<file path="src/dq_pkg.sv">
// ----------------------------------------------------------------------------
// dq_pkg
// Shared types and fixed field widths for the double-ended queue.
// ----------------------------------------------------------------------------
package dq_pkg;

	localparam int VALUE_W  = 32;
	localparam int REQ_W    = 3;
	localparam int STATUS_W = 2;
	localparam int ECOUNT_W = 5;

	// Request kinds; the two remaining codes are ignored.
	typedef enum logic [REQ_W-1:0] {
		REQ_LIST       = 3'd0,
		REQ_PUSH_FRONT = 3'd1,
		REQ_PUSH_REAR  = 3'd2,
		REQ_POP_FRONT  = 3'd3,
		REQ_POP_REAR   = 3'd4,
		REQ_COUNT      = 3'd5
	} req_t;

	typedef enum logic [STATUS_W-1:0] {
		STAT_OK    = 2'd0,
		STAT_EMPTY = 2'd1,
		STAT_FULL  = 2'd2
	} status_t;

	typedef enum logic [1:0] {
		ST_IDLE,
		ST_EXEC,
		ST_POPD,
		ST_LIST
	} state_t;

endpackage

</file>
<file path="src/double_ended_queue.sv">
// Push, count and refused/empty requests load the output register on acceptance when it
// is free; a pop or a list first reads the store into rd_data_q and then loads the output
// register, and a list then gives one item per cycle while the output is free.
// Throughput: one push or count per cycle while the output is free; after a pop or a list
// the block holds in_stall until its last item is loaded into the output register.
// Reset clears head pointer, element count and control; the store is left undefined.
// ----------------------------------------------------------------------------
// double_ended_queue
// Bounded deque of signed 32-bit values in a ring store with one synchronous
// read port and one write port, a head pointer and an element count.
// ----------------------------------------------------------------------------
module double_ended_queue #(
	parameter int DEPTH = 16
) (
	input  logic                                clk,
	input  logic                                arst_n,
	input  logic                                in_valid,
	output logic                                in_stall,
	input  logic [dq_pkg::REQ_W-1:0]            req_type,
	input  logic signed [dq_pkg::VALUE_W-1:0]   push_value,
	output logic                                out_valid,
	input  logic                                out_stall,
	output logic signed [dq_pkg::VALUE_W-1:0]   value,
	output logic [dq_pkg::STATUS_W-1:0]         status,
	output logic [dq_pkg::ECOUNT_W-1:0]         elem_count,
	output logic                                last
);
	import dq_pkg::*;

	localparam int AW = $clog2(DEPTH);      // store address width
	localparam int CW = $clog2(DEPTH + 1);  // element count width

	// Ring slot at a given offset from a base; base < DEPTH and off <= DEPTH,
	// so one compare and subtract wraps it.
	function automatic logic [AW-1:0] slot_at(input logic [AW-1:0] base,
			input logic [CW-1:0] off);
		logic [AW:0] sum;
		sum = {1'b0, base} + (AW+1)'(off);
		if (sum >= (AW+1)'(DEPTH)) begin
			sum = sum - (AW+1)'(DEPTH);
		end
		return sum[AW-1:0];
	endfunction

	// Control state
	state_t               state_q, state_d;
	logic [AW-1:0]        head_q, head_d;
	logic [CW-1:0]        count_q, count_d;
	logic [CW-1:0]        idx_q, idx_d;     // next list offset to read
	logic                 out_valid_q;

	// Latched request, used when the output register was busy at acceptance
	logic [REQ_W-1:0]           req_type_q;
	logic signed [VALUE_W-1:0]  push_value_q;

	// Output register payload
	logic signed [VALUE_W-1:0]  value_q, value_d;
	status_t                    status_q, status_d;
	logic [ECOUNT_W-1:0]        ecount_q, ecount_d;
	logic                       last_q, last_d;

	// Store and its ports
	logic signed [VALUE_W-1:0]  store_q [DEPTH];
	logic signed [VALUE_W-1:0]  rd_data_q;
	logic                       rd_en, wr_en;
	logic [AW-1:0]              rd_addr, wr_addr;
	logic signed [VALUE_W-1:0]  wr_data;

	logic                 in_fire, go, out_free, out_load, imm;
	status_t              imm_status;
	logic [REQ_W-1:0]     cur_type;
	logic signed [VALUE_W-1:0] cur_value;
	logic                 empty, full;
	logic [AW-1:0]        head_dec;

	assign in_fire   = in_valid && !in_stall;
	assign out_free  = !out_valid_q || !out_stall;
	assign empty     = (count_q == '0);
	assign full      = (count_q == CW'(DEPTH));
	assign head_dec  = (head_q == '0) ? AW'(DEPTH - 1) : head_q - 1'b1;

	// In idle the request comes straight from the ports; in EXEC it was latched
	// because the output register was still occupied.
	assign cur_type  = (state_q == ST_IDLE) ? req_type : req_type_q;
	assign cur_value = (state_q == ST_IDLE) ? push_value : push_value_q;
	assign go        = (state_q == ST_IDLE && in_valid) || (state_q == ST_EXEC);

	always_comb begin
		state_d    = state_q;
		head_d     = head_q;
		count_d    = count_q;
		idx_d      = idx_q;
		rd_en      = 1'b0;
		rd_addr    = head_q;
		wr_en      = 1'b0;
		wr_addr    = head_q;
		wr_data    = cur_value;
		out_load   = 1'b0;
		value_d    = '0;
		status_d   = STAT_OK;
		last_d     = 1'b1;
		imm        = 1'b0;
		imm_status = STAT_OK;
		in_stall   = (state_q != ST_IDLE);

		unique case (state_q)
			ST_IDLE, ST_EXEC: begin
				if (go) begin
					unique case (cur_type)
						REQ_LIST: begin
							if (empty) begin
								imm        = 1'b1;
								imm_status = STAT_EMPTY;
							end else begin
								// fetch the front element, stream the rest from LIST
								rd_en   = 1'b1;
								rd_addr = head_q;
								idx_d   = CW'(1);
								state_d = ST_LIST;
							end
						end
						REQ_PUSH_FRONT: begin
							imm = 1'b1;
							if (full) begin
								imm_status = STAT_FULL;
							end else if (out_free) begin
								head_d  = head_dec;
								wr_en   = 1'b1;
								wr_addr = head_dec;
								count_d = count_q + 1'b1;
							end
						end
						REQ_PUSH_REAR: begin
							imm = 1'b1;
							if (full) begin
								imm_status = STAT_FULL;
							end else if (out_free) begin
								wr_en   = 1'b1;
								wr_addr = slot_at(head_q, count_q);
								count_d = count_q + 1'b1;
							end
						end
						REQ_POP_FRONT: begin
							if (empty) begin
								imm        = 1'b1;
								imm_status = STAT_EMPTY;
							end else begin
								rd_en   = 1'b1;
								rd_addr = head_q;
								head_d  = slot_at(head_q, CW'(1));
								count_d = count_q - 1'b1;
								state_d = ST_POPD;
							end
						end
						REQ_POP_REAR: begin
							if (empty) begin
								imm        = 1'b1;
								imm_status = STAT_EMPTY;
							end else begin
								rd_en   = 1'b1;
								rd_addr = slot_at(head_q, count_q - 1'b1);
								count_d = count_q - 1'b1;
								state_d = ST_POPD;
							end
						end
						REQ_COUNT: begin
							imm = 1'b1;
						end
						default: begin
							// unknown kind: drop without a result
						end
					endcase

					// Results that need no store read: load now, or hold in EXEC
					// until the output register frees up.
					if (imm) begin
						if (out_free) begin
							out_load = 1'b1;
							status_d = imm_status;
							state_d  = ST_IDLE;
						end else begin
							state_d = ST_EXEC;
						end
					end
				end
			end
			ST_POPD: begin
				// read data stays in rd_data_q until the output register frees
				if (out_free) begin
					out_load = 1'b1;
					value_d  = rd_data_q;
					state_d  = ST_IDLE;
				end
			end
			ST_LIST: begin
				if (out_free) begin
					out_load = 1'b1;
					value_d  = rd_data_q;
					last_d   = (idx_q == count_q);
					if (idx_q == count_q) begin
						state_d = ST_IDLE;
					end else begin
						// advance: fetch the next element while this one goes out
						rd_en   = 1'b1;
						rd_addr = slot_at(head_q, idx_q);
						idx_d   = idx_q + 1'b1;
					end
				end
			end
			default: begin
				state_d = ST_IDLE;
			end
		endcase

		ecount_d = ECOUNT_W'(count_d);
	end

	always_ff @(posedge clk or negedge arst_n) begin
		if (!arst_n) begin
			state_q     <= ST_IDLE;
			head_q      <= '0;
			count_q     <= '0;
			idx_q       <= '0;
			out_valid_q <= 1'b0;
		end else begin
			state_q <= state_d;
			head_q  <= head_d;
			count_q <= count_d;
			idx_q   <= idx_d;
			if (out_load) begin
				out_valid_q <= 1'b1;
			end else if (!out_stall) begin
				out_valid_q <= 1'b0;
			end
		end
	end

	// Payload registers: no reset
	always_ff @(posedge clk) begin
		if (in_fire) begin
			req_type_q   <= req_type;
			push_value_q <= push_value;
		end
		if (out_load) begin
			value_q  <= value_d;
			status_q <= status_d;
			ecount_q <= ecount_d;
			last_q   <= last_d;
		end
	end

	// Ring store: one write port, one read port with registered data
	always_ff @(posedge clk) begin
		if (wr_en) begin
			store_q[wr_addr] <= wr_data;
		end
		if (rd_en) begin
			rd_data_q <= store_q[rd_addr];
		end
	end

	assign out_valid  = out_valid_q;
	assign value      = value_q;
	assign status     = status_q;
	assign elem_count = ecount_q;
	assign last       = last_q;

`ifndef NO_ASSERTIONS
	a_count_bound: assert property (@(posedge clk) disable iff (!arst_n)
		count_q <= CW'(DEPTH))
		else $error("element count above depth");

	a_list_index: assert property (@(posedge clk) disable iff (!arst_n)
		state_q == ST_LIST |-> (idx_q != '0 && idx_q <= count_q))
		else $error("list offset out of range");

	a_popd_read: assert property (@(posedge clk) disable iff (!arst_n)
		(state_q == ST_POPD && $past(state_q) != ST_POPD) |-> $past(rd_en))
		else $error("pop result without store read");

	a_write_idle: assert property (@(posedge clk) disable iff (!arst_n)
		wr_en |-> (out_load && (state_q == ST_IDLE || state_q == ST_EXEC)))
		else $error("store write outside a push result");

	a_not_last_ok: assert property (@(posedge clk) disable iff (!arst_n)
		(out_valid_q && !last_q) |-> status_q == STAT_OK)
		else $error("non-final item with error status");
`endif

endmodule

</file>
<file path="config.mk">
export PLATFORM = sky130hd
export DESIGN_NAME = double_ended_queue
export DESIGN_NICKNAME = d
export VERILOG_FILES = /design/src/dq_pkg.sv /design/src/double_ended_queue.sv
export SDC_FILE = /design/constraint.sdc
export NUM_CORES = 1
export LEC_CHECK = 0
export BUFFER_PORTS_ARGS = -buffer_cell sky130_fd_sc_hd__buf_2
export CAP_MARGIN = 10
export CORE_ASPECT_RATIO = 1.25
export CORE_MARGIN = 4
export CORE_UTILIZATION = 65
export DETAILED_ROUTE_END_ITERATION = 6
export PLACE_DENSITY = 0.92
export RECOVER_POWER = 50
export SYNTH_ARGS = -nofsm -noshare
export SYNTH_HDL_FRONTEND = slang
export SYNTH_SLANG_ARGS = --single-unit
export TNS_END_PERCENT = 30
</file>
<file path="constraint.sdc">
create_clock -name clk -period 9.9 [get_ports clk]
set_input_delay 2.475 -clock clk [delete_from_list [all_inputs] [get_ports clk]]
set_output_delay 2.475 -clock clk [all_outputs]
set_load 0.01 [all_outputs]
</file>
### Yosys cells after proc, flatten, opt, wreduce, memory -nomap -nowiden

Memory sizes are Yosys's and may differ from the RTL's. A register that Yosys moved wholly into a read port is not among the register bits.
Index checks and enable logic that the tools add are counted.

| operators by class | value |
|---|---|
| add/subtract/negate cells | 12 |
| magnitude comparators | 4 |
| equal/unequal tests | 22 |
| mux-type cells | 69 |
| reduce and logical (&&, ||, !) cells | 26 |

Operators by type and width:

| kind | count |
|---|---|
| 4-bit two-way mux | 17 |
| 5-bit two-way mux | 10 |
| 32-bit two-way mux | 1 |
| 4-bit case mux with 2 select lines | 3 |
| 1-bit two-way mux | 21 |
| 5-bit greater-or-equal comparator, second input constant | 4 |
| 5-bit case mux with 2 select lines | 2 |
| 4-bit by 1-bit subtractor with 4-bit output, second input constant | 5 |
| 2-bit two-way mux | 8 |
| 4-bit by 5-bit adder with 5-bit output | 3 |
| 2-bit inequality test, second input constant | 7 |
| 5-bit by 1-bit adder with 5-bit output, second input constant | 2 |
| 4-bit inequality test, second input constant | 2 |
| 2-bit case mux with 2 select lines | 2 |
| 4-bit AND reduction | 2 |
| 2-bit OR reduction | 4 |
| 7-bit AND reduction | 1 |
| 3-bit by 2-bit == test with 1-bit output, second input constant | 2 |
| 3-bit == test, second input constant | 2 |
| 1-bit case mux with 2 select lines | 3 |
| 2-bit case mux with 3 select lines | 1 |
| 6-bit AND reduction | 1 |
| 2-bit nonzero test | 3 |
| 3-bit OR reduction | 2 |
| other kinds (18) | 25 |

| word-level totals | value |
|---|---|
| register bits after elaboration | 92 |
| RAM bits | 512 |
| input port bits | 39 |
| output and inout port bits | 42 |
| memories | 1 |

Memory list:

| name | words | width | rd ports | clocked after Yosys merged registers in | write ports | RTL line | text |
|---|---|---|---|---|---|---|---|
| store_q | 16 | 32 | 1 | 1 | 1 | double_ended_queue.sv:63 | `logic signed [VALUE_W-1:0] store_q [DEPTH];` |

### Depth between registers and ports, before layout

| depth | value |
|---|---|
| depth after elaboration | 11 |
| gate-level depth with buffers | 13 |
| gate-level depth less buffers | 12 |

### Least setup slack after synthesis

Ideal clock, no wire load.

| timing path | value |
|---|---|
| path type | input -> register |
| from | input out_stall |
| to | memory store_q[2][0] (enable) |
| setup time | 0.421 ns |
| arrival time | 5.468 ns |
| required time | 9.479 ns |
| path slack | 4.011 ns |
| cell stages on the path | 8 |
| buffers on the path | 0 |
| path through | and2_1 > nor2_1 > o211ai_1 > o21ai_0 > a2bb2oi_1 > o22ai_1 > or4_1 > nor2_1 |

| on the way | value |
|---|---|
| cells in the longest elaborated chain, start to end | 9 |
| elaborated cells on any way between the ends | 16 |
| those cells by class | mux: 14; reduce/logical: 2 |

Ends and longest elaborated chain:

| item | RTL line | text |
|---|---|---|
| from (decl) | double_ended_queue.sv:22 | `input logic out_stall,` |
| 1-bit logical NOT * | -- |  |
| 1-bit logical OR * | double_ended_queue.sv:77 | `assign out_free = !out_valid_q \|\| !out_stall;` |
| 1-bit two-way mux | double_ended_queue.sv:126, double_ended_queue.sv:137 |  |
| 1-bit two-way mux | double_ended_queue.sv:135 | `if (full) begin` |
| 1-bit two-way mux | -- |  |
| 1-bit two-way mux | double_ended_queue.sv:108 | `if (go) begin` |
| 1-bit two-way mux | double_ended_queue.sv:106 | `unique case (state_q)` |
| 1-bit two-way mux | double_ended_queue.sv:254 | `if (wr_en) begin` |
| 1-bit two-way mux (implied by the code) | double_ended_queue.sv:255 | `store_q[wr_addr] <= wr_data;` |
| to (decl) | double_ended_queue.sv:63 |  |

Every way passes the cells marked *; elsewhere a longest branch is shown, timed or not.

### Worst setup path in the final report

| timing path | value |
|---|---|
| from | input out_stall |
| to | register rd_data_q[8], read port of store_q (data pin) |

| on the way | value |
|---|---|
| cells in the longest elaborated chain, start to end | 4 |
| elaborated cells on any way between the ends | 6 |
| those cells by class | mux: 4; reduce/logical: 2 |

Ends and longest elaborated chain:

| item | RTL line | text |
|---|---|---|
| 1-bit logical NOT * | -- |  |
| 1-bit logical OR * | double_ended_queue.sv:77 |  |
| 4-bit two-way mux or 1-bit two-way mux (tied branches) | double_ended_queue.sv:196 | `if (out_free) begin` |
| 4-bit case mux with 2 select lines or 1-bit case mux with 2 select lines (tied branches) | double_ended_queue.sv:106 |  |
| to (decl) | double_ended_queue.sv:64 | `logic signed [VALUE_W-1:0] rd_data_q;` |

Marks and branches as above.
A chain may end at the register's enable or synchronous reset.

==> reports/results.tsv <==
metric	value	unit
Critical Path AT	7850	ps
top post-synthesis cells by count	619 x edfxtp_1, 260 x mux2i_1, 132 x o22ai_1	
RR Startpoint	state_q[1]	
1st-pass router iterations	5	
height of the die	228	µm
CTS tree	done	
IO buf count	80	
Top Ports	81	
DRT Wirelength	59900	µm
routed length per instance	28.8	µm
Worst-Skew Late Latency	590	ps
Worst Hold Launch	rd_data_q[12]	
worst slew pin tran	3180	ps
antenna viol nets, final	0	
Min-Delay Path Class	reg2reg	
minimum clock period	7520	ps
clk sinks	636	
ys flop type	edfxtp_1	
CP max stage cell	clkbuf_1	
Die Wd	184	µm
r2r endpoint	store_q[10][18]	
Buf+Inv Stages, Crit Path	5	
fillers	2121	
Synth area leader	edfxtp_1	
num rows	80	
vias per inst	6.90	
area of the multi-input gates	5960	µm²
register area	19000	µm²
Layout Skew	23.0	ps
GRT overflow	0	
leakage power	9.53	nW
post-CTS sizing	0	
die area	42000	µm²
Final nets	1600	
Final setup viols	0	
Fmax	133	MHz
synthesized cell area	25200	µm²
Area Overhead vs Synth	11.3	%
R2R Setup Slk	2600	ps
Worst Hold Depth	1	
Placer Congestion	0.863	
number of synthesized flops with an enable pin	619	
relative slew slack	-112	%
Starting Density	66.0	%
setup TNS	0	ps
register area share after synthesis	75.4	%
via count	14339	
CP cell instances	clkbuf_1, a21boi_0, clkbuf_1, nand2_1, a21oi_1, inv_1, o221ai_4, buf_4, buf_4, mux2i_1, o22ai_1, or4_1	
DRT iter0 DRCs	1585	
DR DRC count	0	
mean area per synthesized cell	17.5	µm²
status	finished with violations	
Fin. Hold Viols	0	
delay-heaviest family, CP	buffers and inverters	
count leader, synth	edfxtp_1	
HPWL Detailed	29600	µm
slowest stage delay, CP	1380	ps
largest cells by area after synthesis	edfxtp_1 74%, mux2i_1 10%, o22ai_1 3.3%, dfrtp_1 1.7%, mux2_2 1.6%	
Clock Tree Root	clkbuf_16	
Crit. End Element	flip-flop	
number of CTS-inserted buffers	56	
core box area	38200	µm²
Pwr Density	340	nW/µm²
initial antenna violation count	0	
Max Cap Violations	4	
Post-synth ARST share	2.67	%
Final Max Slew Viols	113	
violated checks	capacitance limit, slew limit	
largest net degree at the start of global routing	99	
post-synth top area share	73.7	%
r2r worst-path depth	9	
layout cells sized above 1	11.0	%
clock buffer depth	3	
CTS Hold Bufs	0	
vias in the first global route	14430	
Syn Inst Count	1443	
critical path required time	10230	ps
critical path class	in2reg	
Ant. Diodes	0	
GR Util All Layers	27.9	%
Period Utilization, post-route	76.0	%
Worst Hold Path EP	value[12]	
Mapped Nets	1500	
post-CTS setup buffers	0	
Critical Path Source Type	input port	
placed cell count	1976	
VDD IR max	0.000398	V
Syn. warnings	0	
clock-pin slew on the worst setup and hold paths	70	ps
non-filler cells, final	2077	
crit path max fanout	48	
register bit total from synthesis	636	
RSZ-0062 raised after global routing	no	
CTS H-tree lvls	2	
synth unique cells	64	
first-pass GRT wire length	88000	µm
[cell usage in the layout (no fill, tap or decap), drive strengths merged, types with 4 or more instances in the layout]
cell type / netlist / layout
a21oi: 14 / 14
a22oi: 4 / 4
a31oi: 4 / 4
and2: 34 / 34
buf: 48 / 55
bufinv: 0 / 9
clkbuf: 18 / 115
clkinv: 0 / 20
clkinvlp: 0 / 6
dfrtp: 17 / 17
edfxtp: 619 / 619
ha: 15 / 15
inv: 13 / 16
mux2: 36 / 36
mux2i: 261 / 261
nand2: 33 / 33
nand3: 16 / 16
nor2: 48 / 48
nor3: 11 / 11
o21ai: 17 / 17
o22ai: 132 / 132
or4: 33 / 33
xnor2: 9 / 9
xor2: 12 / 12
[per-layer routing]
metal	global-route usage (%)	routed length [µm]	vias to the layer above
met1	35.3	20800	7155
met5	0	0	-
met3	5.02	5820	220
met2	47.6	30500	997
li1	-	-	5967
met4	12.0	2780	0
[how the worst max path moves through the flow]
stage | from | cells past startpoint | endpoint | slack (ps)
2_1_floorplan | out_stall | 8 | store_q[2][0] | 4010
3_3_place_gp | out_stall | 12 | rd_data_q[6] | 3410
3_5_place_dp | out_stall | 12 | rd_data_q[8] | 3160
4_1_cts | out_stall | 12 | rd_data_q[8] | 3790
5_1_grt | out_stall | 12 | rd_data_q[8] | 2160
6_report | out_stall | 12 | rd_data_q[8] | 2380
[stage by stage]
step                hold WS, ps  cell area, µm²  utilization, %  setup WS [ps]  total power, mW
floorplan                   497           25200               -           4010             6.32
global placement            500           26300            68.7           3410             7.08
detailed placement          505           26300            68.7           3160             7.27
CTS                         519           28200            73.6           3790             9.54
global route                535           28100            73.5           2160             9.90
finish                      521           28100            73.5           2380             9.56
[cell families (layout without fill, tap and decap cells)]
kind of cell	Yosys count	after routing	share of synthesized area (%)
and+or+nand+nor	190	190	4.17
muxes	297	297	12.0
DFF	636	636	75.4
adders and majority gates	18	18	0.982
xor gates and xnor gates	21	21	0.729
AOI/OAI and AO/OA	202	202	5.21
buffers and inverters	79	221	1.55
[state kept, by name, indices dropped and copies added (netlist names)]
name / cells
count_q: 5
value: 32
head_q: 4
elem_count: 5
rd_data_q: 32
store_q: 512
state_q: 2
push_value_q: 32
status: 2
req_type_q: 3
out_valid: 1
last: 1
idx_q: 5
[power by group]
| part | total [mW] | switching (mW) | internal [mW] |
|---|---|---|---|
| registers | 3.88 | 0.171 | 3.70 |
| logic | 3.43 | 2.21 | 1.22 |
| clock network | 2.25 | 0.960 | 1.29 |
[area by class of cell]
type	instances	share of cell area (%)
flip-flops and latches	636	67.7
multi-input cells	728	21.2
clock buffers	62	5.14
well taps	492	2.19
repair buffers	108	2.01
clock inverters	38	1.59
inverters	13	0.174
[worst reg2reg max path: cells and delay by family, from the launching register on]
kind | cells | cell delay, ps
buffers and inverters | 2 | 1960
AOI/OAI and AO/OA | 1 | 160
DFF | 1 | 550
muxes | 1 | 520
and+or+nand+nor | 4 | 3280
xor gates and xnor gates | 1 | 430
Note: power is estimated with default switching activity, not from simulation.
